### src/rtl/core/edwt_pkg.sv
// edwt_pkg: shared constants and types for the edit distance with transposition unit
`timescale 1ns / 1ps

package edwt_pkg;

  // field widths fixed by the item format
  localparam int KIND_W = 2;
  localparam int SYM_W  = 8;
  localparam int DIST_W = 7;

  // largest reportable distance, larger values saturate
  localparam int DIST_MAX = 127;

  // default string capacity
  localparam int DEF_MAX_LEN = 64;

  // item kinds
  localparam logic [KIND_W-1:0] KIND_SRC = 2'd0;
  localparam logic [KIND_W-1:0] KIND_TGT = 2'd1;
  localparam logic [KIND_W-1:0] KIND_CMP = 2'd2;

  // control from the sequencer to the row buffers
  typedef struct packed {
    logic restart;  // put the three banks back in their first roles
    logic rotate;   // end of row: two-back <- one-back <- now <- two-back
    logic we;       // write the current cell into the current row
  } row_ctl_t;

  // string store requests from the sequencer
  typedef struct packed {
    logic load_src;  // append one byte to the source string
    logic load_tgt;  // append one byte to the target string
    logic clear;     // empty both strings and drop the overflow flag
  } str_ctl_t;

endpackage

### src/rtl/core/edit_distance_with_transposition_unit.sv
// edit_distance_with_transposition_unit: top level with the matrix fill sequencer
`timescale 1ns / 1ps

// Edit distance with transposition. Load items (kind 0 source, kind 1 target)
// append one byte each and are taken while the unit is idle; a byte beyond MAX_LEN
// is dropped and sets too_long. A compute item (kind 2) returns one result
// with the distance (saturated at 127) and the flag, then both strings are
// empty again; kind 3 is ignored. One cell update unit fills the matrix one
// cell at a time, each cell a registered read of the row and string memories
// and then the update, plus a step per row to fetch its source byte. With
// either string empty the fill is skipped. Input stalls during a compute;
// loads are taken while a result still waits on the output.

module edit_distance_with_transposition_unit #(
  parameter int MAX_LEN = edwt_pkg::DEF_MAX_LEN
) (
  input  logic                        clk,
  input  logic                        rst_n,
  input  logic                        in_valid,
  output logic                        in_stall,
  input  logic [edwt_pkg::KIND_W-1:0] in_kind,
  input  logic [edwt_pkg::SYM_W-1:0]  in_symbol,
  output logic                        out_valid,
  input  logic                        out_stall,
  output logic [edwt_pkg::DIST_W-1:0] out_distance,
  output logic                        out_too_long
);

  localparam int CW = $clog2(MAX_LEN + 1);
  localparam int AW = $clog2(MAX_LEN);

  localparam logic [2:0] ST_IDLE = 3'd0;
  localparam logic [2:0] ST_ROW  = 3'd1;
  localparam logic [2:0] ST_RD   = 3'd2;
  localparam logic [2:0] ST_CMP  = 3'd3;
  localparam logic [2:0] ST_DONE = 3'd4;

  logic [2:0]    state_r, state_nxt;
  logic [CW-1:0] i_r, i_nxt;
  logic [CW-1:0] j_r, j_nxt;
  logic [CW-1:0] n_r, n_nxt;
  logic [CW-1:0] m_r, m_nxt;
  logic [CW-1:0] left_r, left_nxt;
  logic [CW-1:0] diag_r, diag_nxt;
  logic [CW-1:0] res_r, res_nxt;
  logic          ovf_r, ovf_nxt;
  logic [edwt_pkg::SYM_W-1:0] s_cur_r, s_cur_nxt;
  logic [edwt_pkg::SYM_W-1:0] s_prev_r, s_prev_nxt;
  logic [edwt_pkg::SYM_W-1:0] t_prev_r, t_prev_nxt;
  logic          out_valid_r, out_valid_nxt;
  logic [edwt_pkg::DIST_W-1:0] out_distance_r, out_distance_nxt;
  logic          out_too_long_r, out_too_long_nxt;

  logic          in_acc;
  logic          out_free;
  edwt_pkg::str_ctl_t str_ctl;
  edwt_pkg::row_ctl_t row_ctl;
  logic [edwt_pkg::SYM_W-1:0] src_q, tgt_q;
  logic [CW-1:0] src_count, tgt_count;
  logic          overflow;
  logic [CW-1:0] i_m1, j_m1, j_m3;
  logic [CW-1:0] ob_q, tb_q;
  logic [CW-1:0] above_v, left_v, diag_v, cell_v;
  logic          use_trans;
  logic [31:0]   res_wide;

  assign in_stall = (state_r != ST_IDLE);
  assign in_acc   = in_valid && !in_stall;
  assign out_free = !out_valid_r || !out_stall;

  assign i_m1 = i_r - CW'(1);
  assign j_m1 = j_r - CW'(1);
  assign j_m3 = j_r - CW'(3);

  // string stores
  always_comb begin
    str_ctl.load_src = in_acc && (in_kind == edwt_pkg::KIND_SRC);
    str_ctl.load_tgt = in_acc && (in_kind == edwt_pkg::KIND_TGT);
    str_ctl.clear    = in_acc && (in_kind == edwt_pkg::KIND_CMP);
  end

  edwt_strings #(
    .MAX_LEN (MAX_LEN),
    .CW      (CW),
    .AW      (AW)
  ) u_strings (
    .clk       (clk),
    .rst_n     (rst_n),
    .ctl       (str_ctl),
    .symbol    (in_symbol),
    .src_addr  (i_m1[AW-1:0]),
    .tgt_addr  (j_m1[AW-1:0]),
    .src_q     (src_q),
    .tgt_q     (tgt_q),
    .src_count (src_count),
    .tgt_count (tgt_count),
    .overflow  (overflow)
  );

  // row buffers
  edwt_rows #(
    .MAX_LEN (MAX_LEN),
    .CW      (CW),
    .AW      (AW)
  ) u_rows (
    .clk     (clk),
    .rst_n   (rst_n),
    .ctl     (row_ctl),
    .ob_addr (j_m1[AW-1:0]),
    .tb_addr (j_m3[AW-1:0]),
    .wr_addr (j_m1[AW-1:0]),
    .wr_data (cell_v),
    .ob_q    (ob_q),
    .tb_q    (tb_q)
  );

  // cell operands, first row and first column come from the indexes
  always_comb begin
    above_v   = (i_r == CW'(1)) ? j_r : ob_q;
    left_v    = (j_r == CW'(1)) ? i_r : left_r;
    diag_v    = (j_r == CW'(1)) ? i_m1 : diag_r;
    use_trans = (i_r > CW'(2)) && (j_r > CW'(2));
  end

  edwt_cell #(
    .MAX_LEN (MAX_LEN),
    .CW      (CW)
  ) u_cell (
    .above     (above_v),
    .left      (left_v),
    .diag      (diag_v),
    .two_back  (tb_q),
    .mismatch  (s_cur_r != tgt_q),
    .use_trans (use_trans),
    .cross_a   (s_prev_r != tgt_q),
    .cross_b   (s_cur_r != t_prev_r),
    .best      (cell_v)
  );

  // saturate the final distance
  assign res_wide = 32'(res_r);

  // sequencer
  always_comb begin
    state_nxt        = state_r;
    i_nxt            = i_r;
    j_nxt            = j_r;
    n_nxt            = n_r;
    m_nxt            = m_r;
    left_nxt         = left_r;
    diag_nxt         = diag_r;
    res_nxt          = res_r;
    ovf_nxt          = ovf_r;
    s_cur_nxt        = s_cur_r;
    s_prev_nxt       = s_prev_r;
    t_prev_nxt       = t_prev_r;
    out_valid_nxt    = out_valid_r && out_stall;
    out_distance_nxt = out_distance_r;
    out_too_long_nxt = out_too_long_r;
    row_ctl          = '0;

    case (state_r)
      ST_IDLE: begin
        if (in_acc && (in_kind == edwt_pkg::KIND_CMP)) begin
          n_nxt   = src_count;
          m_nxt   = tgt_count;
          ovf_nxt = overflow;
          i_nxt   = CW'(1);
          j_nxt   = CW'(1);
          if ((src_count == '0) || (tgt_count == '0)) begin
            // empty string: distance is the other length
            res_nxt   = src_count | tgt_count;
            state_nxt = ST_DONE;
          end else begin
            row_ctl.restart = 1'b1;
            state_nxt       = ST_ROW;
          end
        end
      end
      ST_ROW: begin
        // source byte for this row is being read
        state_nxt = ST_RD;
      end
      ST_RD: begin
        if (j_r == CW'(1)) begin
          s_prev_nxt = s_cur_r;
          s_cur_nxt  = src_q;
        end
        state_nxt = ST_CMP;
      end
      ST_CMP: begin
        row_ctl.we = 1'b1;
        left_nxt   = cell_v;
        diag_nxt   = above_v;
        t_prev_nxt = tgt_q;
        if (j_r == m_r) begin
          if (i_r == n_r) begin
            res_nxt   = cell_v;
            state_nxt = ST_DONE;
          end else begin
            row_ctl.rotate = 1'b1;
            i_nxt          = i_r + CW'(1);
            j_nxt          = CW'(1);
            state_nxt      = ST_ROW;
          end
        end else begin
          j_nxt     = j_r + CW'(1);
          state_nxt = ST_RD;
        end
      end
      ST_DONE: begin
        if (out_free) begin
          out_valid_nxt    = 1'b1;
          out_distance_nxt = (res_wide > 32'(edwt_pkg::DIST_MAX))
                             ? edwt_pkg::DIST_W'(edwt_pkg::DIST_MAX)
                             : res_wide[edwt_pkg::DIST_W-1:0];
          out_too_long_nxt = ovf_r;
          state_nxt        = ST_IDLE;
        end
      end
      default: begin
        state_nxt = ST_IDLE;
      end
    endcase
  end

  // control registers
  always_ff @(posedge clk) begin
    if (!rst_n) begin
      state_r     <= ST_IDLE;
      out_valid_r <= 1'b0;
    end else begin
      state_r     <= state_nxt;
      out_valid_r <= out_valid_nxt;
    end
  end

  // datapath registers
  always_ff @(posedge clk) begin
    i_r            <= i_nxt;
    j_r            <= j_nxt;
    n_r            <= n_nxt;
    m_r            <= m_nxt;
    left_r         <= left_nxt;
    diag_r         <= diag_nxt;
    res_r          <= res_nxt;
    ovf_r          <= ovf_nxt;
    s_cur_r        <= s_cur_nxt;
    s_prev_r       <= s_prev_nxt;
    t_prev_r       <= t_prev_nxt;
    out_distance_r <= out_distance_nxt;
    out_too_long_r <= out_too_long_nxt;
  end

  assign out_valid    = out_valid_r;
  assign out_distance = out_distance_r;
  assign out_too_long = out_too_long_r;

endmodule

### src/rtl/core/edwt_strings.sv
// edwt_strings: source and target byte stores with fill counts and overflow flag
`timescale 1ns / 1ps

module edwt_strings #(
  parameter int MAX_LEN = edwt_pkg::DEF_MAX_LEN,
  parameter int CW      = $clog2(MAX_LEN + 1),
  parameter int AW      = $clog2(MAX_LEN)
) (
  input  logic                     clk,
  input  logic                     rst_n,
  input  edwt_pkg::str_ctl_t       ctl,
  input  logic [edwt_pkg::SYM_W-1:0] symbol,
  input  logic [AW-1:0]            src_addr,
  input  logic [AW-1:0]            tgt_addr,
  output logic [edwt_pkg::SYM_W-1:0] src_q,
  output logic [edwt_pkg::SYM_W-1:0] tgt_q,
  output logic [CW-1:0]            src_count,
  output logic [CW-1:0]            tgt_count,
  output logic                     overflow
);

  logic [edwt_pkg::SYM_W-1:0] src_mem [MAX_LEN];
  logic [edwt_pkg::SYM_W-1:0] tgt_mem [MAX_LEN];

  logic [CW-1:0] src_count_r, src_count_nxt;
  logic [CW-1:0] tgt_count_r, tgt_count_nxt;
  logic          ovf_r, ovf_nxt;
  logic          src_full, tgt_full;
  logic [AW-1:0] src_wr_addr, tgt_wr_addr;

  assign src_full    = (src_count_r == CW'(MAX_LEN));
  assign tgt_full    = (tgt_count_r == CW'(MAX_LEN));
  assign src_wr_addr = src_count_r[AW-1:0];
  assign tgt_wr_addr = tgt_count_r[AW-1:0];

  // fill counts and overflow flag
  always_comb begin
    src_count_nxt = src_count_r;
    tgt_count_nxt = tgt_count_r;
    ovf_nxt       = ovf_r;
    if (ctl.clear) begin
      src_count_nxt = '0;
      tgt_count_nxt = '0;
      ovf_nxt       = 1'b0;
    end else if (ctl.load_src) begin
      if (src_full) begin
        ovf_nxt = 1'b1;
      end else begin
        src_count_nxt = src_count_r + CW'(1);
      end
    end else if (ctl.load_tgt) begin
      if (tgt_full) begin
        ovf_nxt = 1'b1;
      end else begin
        tgt_count_nxt = tgt_count_r + CW'(1);
      end
    end
  end

  always_ff @(posedge clk) begin
    if (!rst_n) begin
      src_count_r <= '0;
      tgt_count_r <= '0;
      ovf_r       <= 1'b0;
    end else begin
      src_count_r <= src_count_nxt;
      tgt_count_r <= tgt_count_nxt;
      ovf_r       <= ovf_nxt;
    end
  end

  // source store, one write and one registered read
  always_ff @(posedge clk) begin
    if (ctl.load_src && !src_full) begin
      src_mem[src_wr_addr] <= symbol;
    end
    src_q <= src_mem[src_addr];
  end

  // target store, one write and one registered read
  always_ff @(posedge clk) begin
    if (ctl.load_tgt && !tgt_full) begin
      tgt_mem[tgt_wr_addr] <= symbol;
    end
    tgt_q <= tgt_mem[tgt_addr];
  end

  assign src_count = src_count_r;
  assign tgt_count = tgt_count_r;
  assign overflow  = ovf_r;

endmodule

### src/rtl/core/edwt_rows.sv
// edwt_rows: three rotating distance-row memories (two-back, one-back, now)
`timescale 1ns / 1ps

module edwt_rows #(
  parameter int MAX_LEN = edwt_pkg::DEF_MAX_LEN,
  parameter int CW      = $clog2(MAX_LEN + 1),
  parameter int AW      = $clog2(MAX_LEN)
) (
  input  logic               clk,
  input  logic               rst_n,
  input  edwt_pkg::row_ctl_t ctl,
  input  logic [AW-1:0]      ob_addr,
  input  logic [AW-1:0]      tb_addr,
  input  logic [AW-1:0]      wr_addr,
  input  logic [CW-1:0]      wr_data,
  output logic [CW-1:0]      ob_q,
  output logic [CW-1:0]      tb_q
);

  localparam int NB = 3;

  logic [1:0]    ob_sel_r, ob_sel_nxt;
  logic [1:0]    tb_sel_r, tb_sel_nxt;
  logic [1:0]    nw_sel_r, nw_sel_nxt;
  logic [CW-1:0] bank_q [NB];

  // bank roles
  always_comb begin
    ob_sel_nxt = ob_sel_r;
    tb_sel_nxt = tb_sel_r;
    nw_sel_nxt = nw_sel_r;
    if (ctl.restart) begin
      ob_sel_nxt = 2'd0;
      tb_sel_nxt = 2'd1;
      nw_sel_nxt = 2'd2;
    end else if (ctl.rotate) begin
      tb_sel_nxt = ob_sel_r;
      ob_sel_nxt = nw_sel_r;
      nw_sel_nxt = tb_sel_r;
    end
  end

  always_ff @(posedge clk) begin
    if (!rst_n) begin
      ob_sel_r <= 2'd0;
      tb_sel_r <= 2'd1;
      nw_sel_r <= 2'd2;
    end else begin
      ob_sel_r <= ob_sel_nxt;
      tb_sel_r <= tb_sel_nxt;
      nw_sel_r <= nw_sel_nxt;
    end
  end

  // one memory per bank, columns 1..MAX_LEN at addresses 0..MAX_LEN-1
  for (genvar b = 0; b < NB; b++) begin : g_bank
    logic [CW-1:0] mem [MAX_LEN];
    logic [AW-1:0] rd_addr;

    assign rd_addr = (tb_sel_r == 2'(b)) ? tb_addr : ob_addr;

    always_ff @(posedge clk) begin
      if (ctl.we && (nw_sel_r == 2'(b))) begin
        mem[wr_addr] <= wr_data;
      end
      bank_q[b] <= mem[rd_addr];
    end
  end

  // route registered bank outputs by role
  always_comb begin
    case (ob_sel_r)
      2'd0:    ob_q = bank_q[0];
      2'd1:    ob_q = bank_q[1];
      2'd2:    ob_q = bank_q[2];
      default: ob_q = bank_q[0];
    endcase
    case (tb_sel_r)
      2'd0:    tb_q = bank_q[0];
      2'd1:    tb_q = bank_q[1];
      2'd2:    tb_q = bank_q[2];
      default: tb_q = bank_q[0];
    endcase
  end

endmodule

### src/rtl/core/edwt_cell.sv
// edwt_cell: shared cell update unit, minimum over edit and transposition candidates
`timescale 1ns / 1ps

module edwt_cell #(
  parameter int MAX_LEN = edwt_pkg::DEF_MAX_LEN,
  parameter int CW      = $clog2(MAX_LEN + 1)
) (
  input  logic [CW-1:0] above,
  input  logic [CW-1:0] left,
  input  logic [CW-1:0] diag,
  input  logic [CW-1:0] two_back,
  input  logic          mismatch,   // current source and target characters differ
  input  logic          use_trans,  // row and column both past the second
  input  logic          cross_a,    // previous source char differs from current target char
  input  logic          cross_b,    // current source char differs from previous target char
  output logic [CW-1:0] best
);

  localparam int VW = CW + 2;

  logic [VW-1:0] del_c, ins_c, sub_c, trn_c;
  logic [VW-1:0] min_a, min_b, min_c;

  // candidates
  assign del_c = VW'(above) + VW'(1);
  assign ins_c = VW'(left) + VW'(1);
  assign sub_c = VW'(diag) + VW'(mismatch);
  assign trn_c = VW'(two_back) + VW'(1) + VW'(cross_a) + VW'(cross_b);

  // minimum
  assign min_a = (ins_c < sub_c) ? ins_c : sub_c;
  assign min_b = (del_c < min_a) ? del_c : min_a;
  assign min_c = (use_trans && (trn_c < min_b)) ? trn_c : min_b;

  assign best = min_c[CW-1:0];

endmodule

### config.mk
export PLATFORM = sky130hd
export DESIGN_NAME = edit_distance_with_transposition_unit
export DESIGN_NICKNAME = d
export VERILOG_FILES = /design/src/rtl/core/edwt_pkg.sv /design/src/rtl/core/edit_distance_with_transposition_unit.sv /design/src/rtl/core/edwt_strings.sv /design/src/rtl/core/edwt_rows.sv /design/src/rtl/core/edwt_cell.sv
export SDC_FILE = /design/constraint.sdc
export NUM_CORES = 2
export LEC_CHECK = 0
export ABC_AREA = 1
export BUFFER_PORTS_ARGS = -buffer_cell sky130_fd_sc_hd__buf_4
export CORE_MARGIN = 1
export CORE_UTILIZATION = 32
export CTS_BUF_LIST = sky130_fd_sc_hd__clkbuf_16
export DETAILED_ROUTE_END_ITERATION = 12
export GPL_ROUTABILITY_DRIVEN = 1
export HOLD_SLACK_MARGIN = 0.03
export PLACE_DENSITY = 0.55
export REMOVE_ABC_BUFFERS = 1
export SETUP_SLACK_MARGIN = 0.02
export SLEW_MARGIN = 10
export SYNTH_ARGS = -nofsm -noshare
export SYNTH_HDL_FRONTEND = slang
export SYNTH_SLANG_ARGS = --single-unit
### constraint.sdc
create_clock -name clk -period 18.5 [get_ports clk]
set_input_delay 3.7 -clock clk [delete_from_list [all_inputs] [get_ports clk]]
set_output_delay 3.7 -clock clk [all_outputs]
set_load 0.02 [all_outputs]
==> results.toml <==
[status]
status = "finished clean"

[critical_path]
cp_num_buf_inv = 3
crit_fanout = 91
cp.required_ns = 18.97
start_kind = "flop"
critical_path.top_delay_family = "simple AND/OR/NAND/NOR gates"
worstSetupPathType = "flop to flop"
cp_common_cell = "nand2_1"
r2r_slack_ns = 9.24
critPathArrivalTime_ns = 9.73
slowest_delay_ns = 0.90
end_kind = "flop"
slowest_stage = "buf_4"

[synth]
synth-warning-count = 0
netlist_instances = 8877
yosys-top-cells-area = "edfxtp_1 72%, nand2_1 12%, nand3_1 2.5%, nor2_1 2.4%, o21ai_0 2.2%"
yosys.cell_types.count = 54
synth_top_area_cell = "edfxtp_1"
async_reset_ff_share_pct = 0
synth_ff_type = "edfxtp_1"
ys_top_cells_by_count = "3305 x nand2_1, 2450 x edfxtp_1, 667 x nor2_1"
syn-cell-area_mm2 = 0.103
synth_most_common_cell = "nand2_1"
synth_edf_count = 2450
synth_seq_cells = 2512
yosys.area.top_type_share_pct = 71.5
avgSynthCellArea_um2 = 11.6
ys_seq_area_share_pct = 72.7

[final_layout]
fin_nets = 8835
fin_util_pct = 36.4
drive_gt1_share_pct = 6.63
fin_cells = 13300
fill_cells = 30900
area_delta_synth_final_pct = 12.9

[grt]
grt-ovfl-total = 0
grt_max_degree = 262
grt_first_pass_wirelength_um = 431000
track_usage_pct = 17.5
grt_pass1_vias = 64800
antenna_found_initial = 6

[pwr]
p_leak_nw = 40.3
p_per_area_mw_per_mm2 = 123
vdd_drop_max_mv = 0.136

[route]
dr.pass1.iters = 6
drt_wl_total_um = 290000
viasPerCell = 5.05
drtAntennaViolNets = 0
vias = 67100
wl_per_cell_um = 21.9
drc = 0
drt_iter0_drc = 7258

[clock_tree]
hold_buffers = 0
cts_tree = "built"
htreeDepth = 5
clock-sinks = 2512
cts_root_buf = "clkbuf_16"
post-cts-setup-buffers = 0
insertion_delay_ns = 0.85
cts_resized = 0
cts_buffers = 270
clkTransAtPathRegs_ns = 0.06
clockBufferDepth = 4

[timing]
period_share_pct = 50.1
timing.final.ws_setup_ns = 9.24
finalSetupTns_ns = 0
tightestPinTransition_ns = 1.33
fmax_ghz = 0.108
period_minus_slack_ns = 9.26
rsz0062_at_grt = "no"
relSlewSlack_pct = 11.1
hold_violations = 0
maxSlewViolCount = 0
setup_viol = 0
finalClockSkew_ns = 0.0546

[place]
finalWeightedCongestion = 0.865
dp_cells = 12800
place_ws_ns = 9.25
place_hpwl_um = 173000
port_buffers = 23

[worst_hold_path]
hp-class = "flop to flop"

[floorplan]
die_area_mm2 = 0.324
ios = 24
die_w_um = 569
initial_core_util_pct = 32.3
rows = 207
core_area_mm2 = 0.319
die_h_um = 569

[flow_run]
drv_cap = 0
## per-layer routing
layer  wire length (µm)  vias up  share of wire, %  track usage [%]
met5                  0        -                 0                0
met4               7980        0               2.8             5.05
met3              20000      462               6.9             2.72
met2             133000     2438                46             27.5
met1             129000    33200                45             25.0
li1                   -    30900                 -                -
## metrics by stage
stage,instance area (µm²),total power [mW],hold slack (ns)
floorplan,101000,8.33,0.386
global placement,108000,9.14,0.396
detailed placement,108000,9.18,0.389
CTS,116000,14.4,0.403
global route,116000,14.7,0.422
finish,116000,14.3,0.403
## cell usage in the layout (no fill, tap or decap), types with 5 or more instances in the layout
cell type	count
a221oi_1	68
diode_2	5
dfxtp_1	62
clkinv_1	60
ha_1	41
nand4_1	70
nand2_2	16
o21ai_4	7
inv_1	186
edfxtp_1	2450
o221ai_1	68
xnor2_1	36
a31oi_1	98
nor3_2	16
nor3_1	17
nand2_1	3305
clkbuf_16	282
o21ai_0	454
nand3_1	501
o211ai_1	73
xor2_1	26
buf_4	117
a21oi_1	74
inv_6	14
a22o_1	26
inv_2	15
nor4_1	7
o22ai_1	71
o21ai_2	9
and2_4	7
clkinvlp_4	7
buf_12	6
nor2_1	667
bufinv_16	16
clkinv_2	50
## final timing paths
check	depth (start not counted)	endpoint	startpoint
setup / recovery	33	u_rows.g_bank[1].mem[55][3]	i_r[0]
hold / removal	0	s_cur_r[0]	u_strings.src_q[0]
setup reg to reg	33	u_rows.g_bank[1].mem[55][3]	i_r[0]
hold reg to reg	0	s_cur_r[0]	u_strings.src_q[0]
## final cells by class
class                           instances  area, µm²  area share, %
Multi-Input combinational cell       5713      25800           22.3
Inverter                              158        608          0.524
Sequential cell                      2512      74800           64.5
Tap cell                             4284       5360           4.62
Antenna cell                            5       12.5         0.0108
Clock inverter                        198       1380           1.18
Timing Repair Buffer                  123        998          0.860
Clock buffer                          282       7060           6.08
## power breakdown
part           switching (mW)  total (mW)  internal [mW]
Sequential             0.0190        7.26           7.24
Combinational            1.54        1.76          0.220
Clock                    2.24        5.23           2.99
## registers in the layout, indices dropped and copies added (netlist names), 2 cells and up
register	count
res_r	7
s_prev_r	8
left_r	7
diag_r	7
s_cur_r	8
n_r	7
i_r	7
u_strings.tgt_q	8
u_strings.tgt_mem	512
state_r	3
u_strings.src_count	7
j_r	7
u_rows.ob_sel_r	2
u_strings.src_q	8
u_rows.tb_sel_r	2
u_strings.src_mem	512
u_rows.bank_q	21
m_r	7
u_rows.g_bank.mem	1344
t_prev_r	8
out_distance	7
u_strings.tgt_count	7
u_rows.nw_sel_r	2
## logic make-up after synthesis
logic type | count (synthesis) | share of synthesized area (%)
simple gates | 4639 | 18.0
flops | 2512 | 72.7
compound gates | 965 | 5.74
buf+inv | 652 | 2.43
xor+xnor | 66 | 0.562
fa+ha+maj | 43 | 0.530
Power figures use the tool's default switching activity.
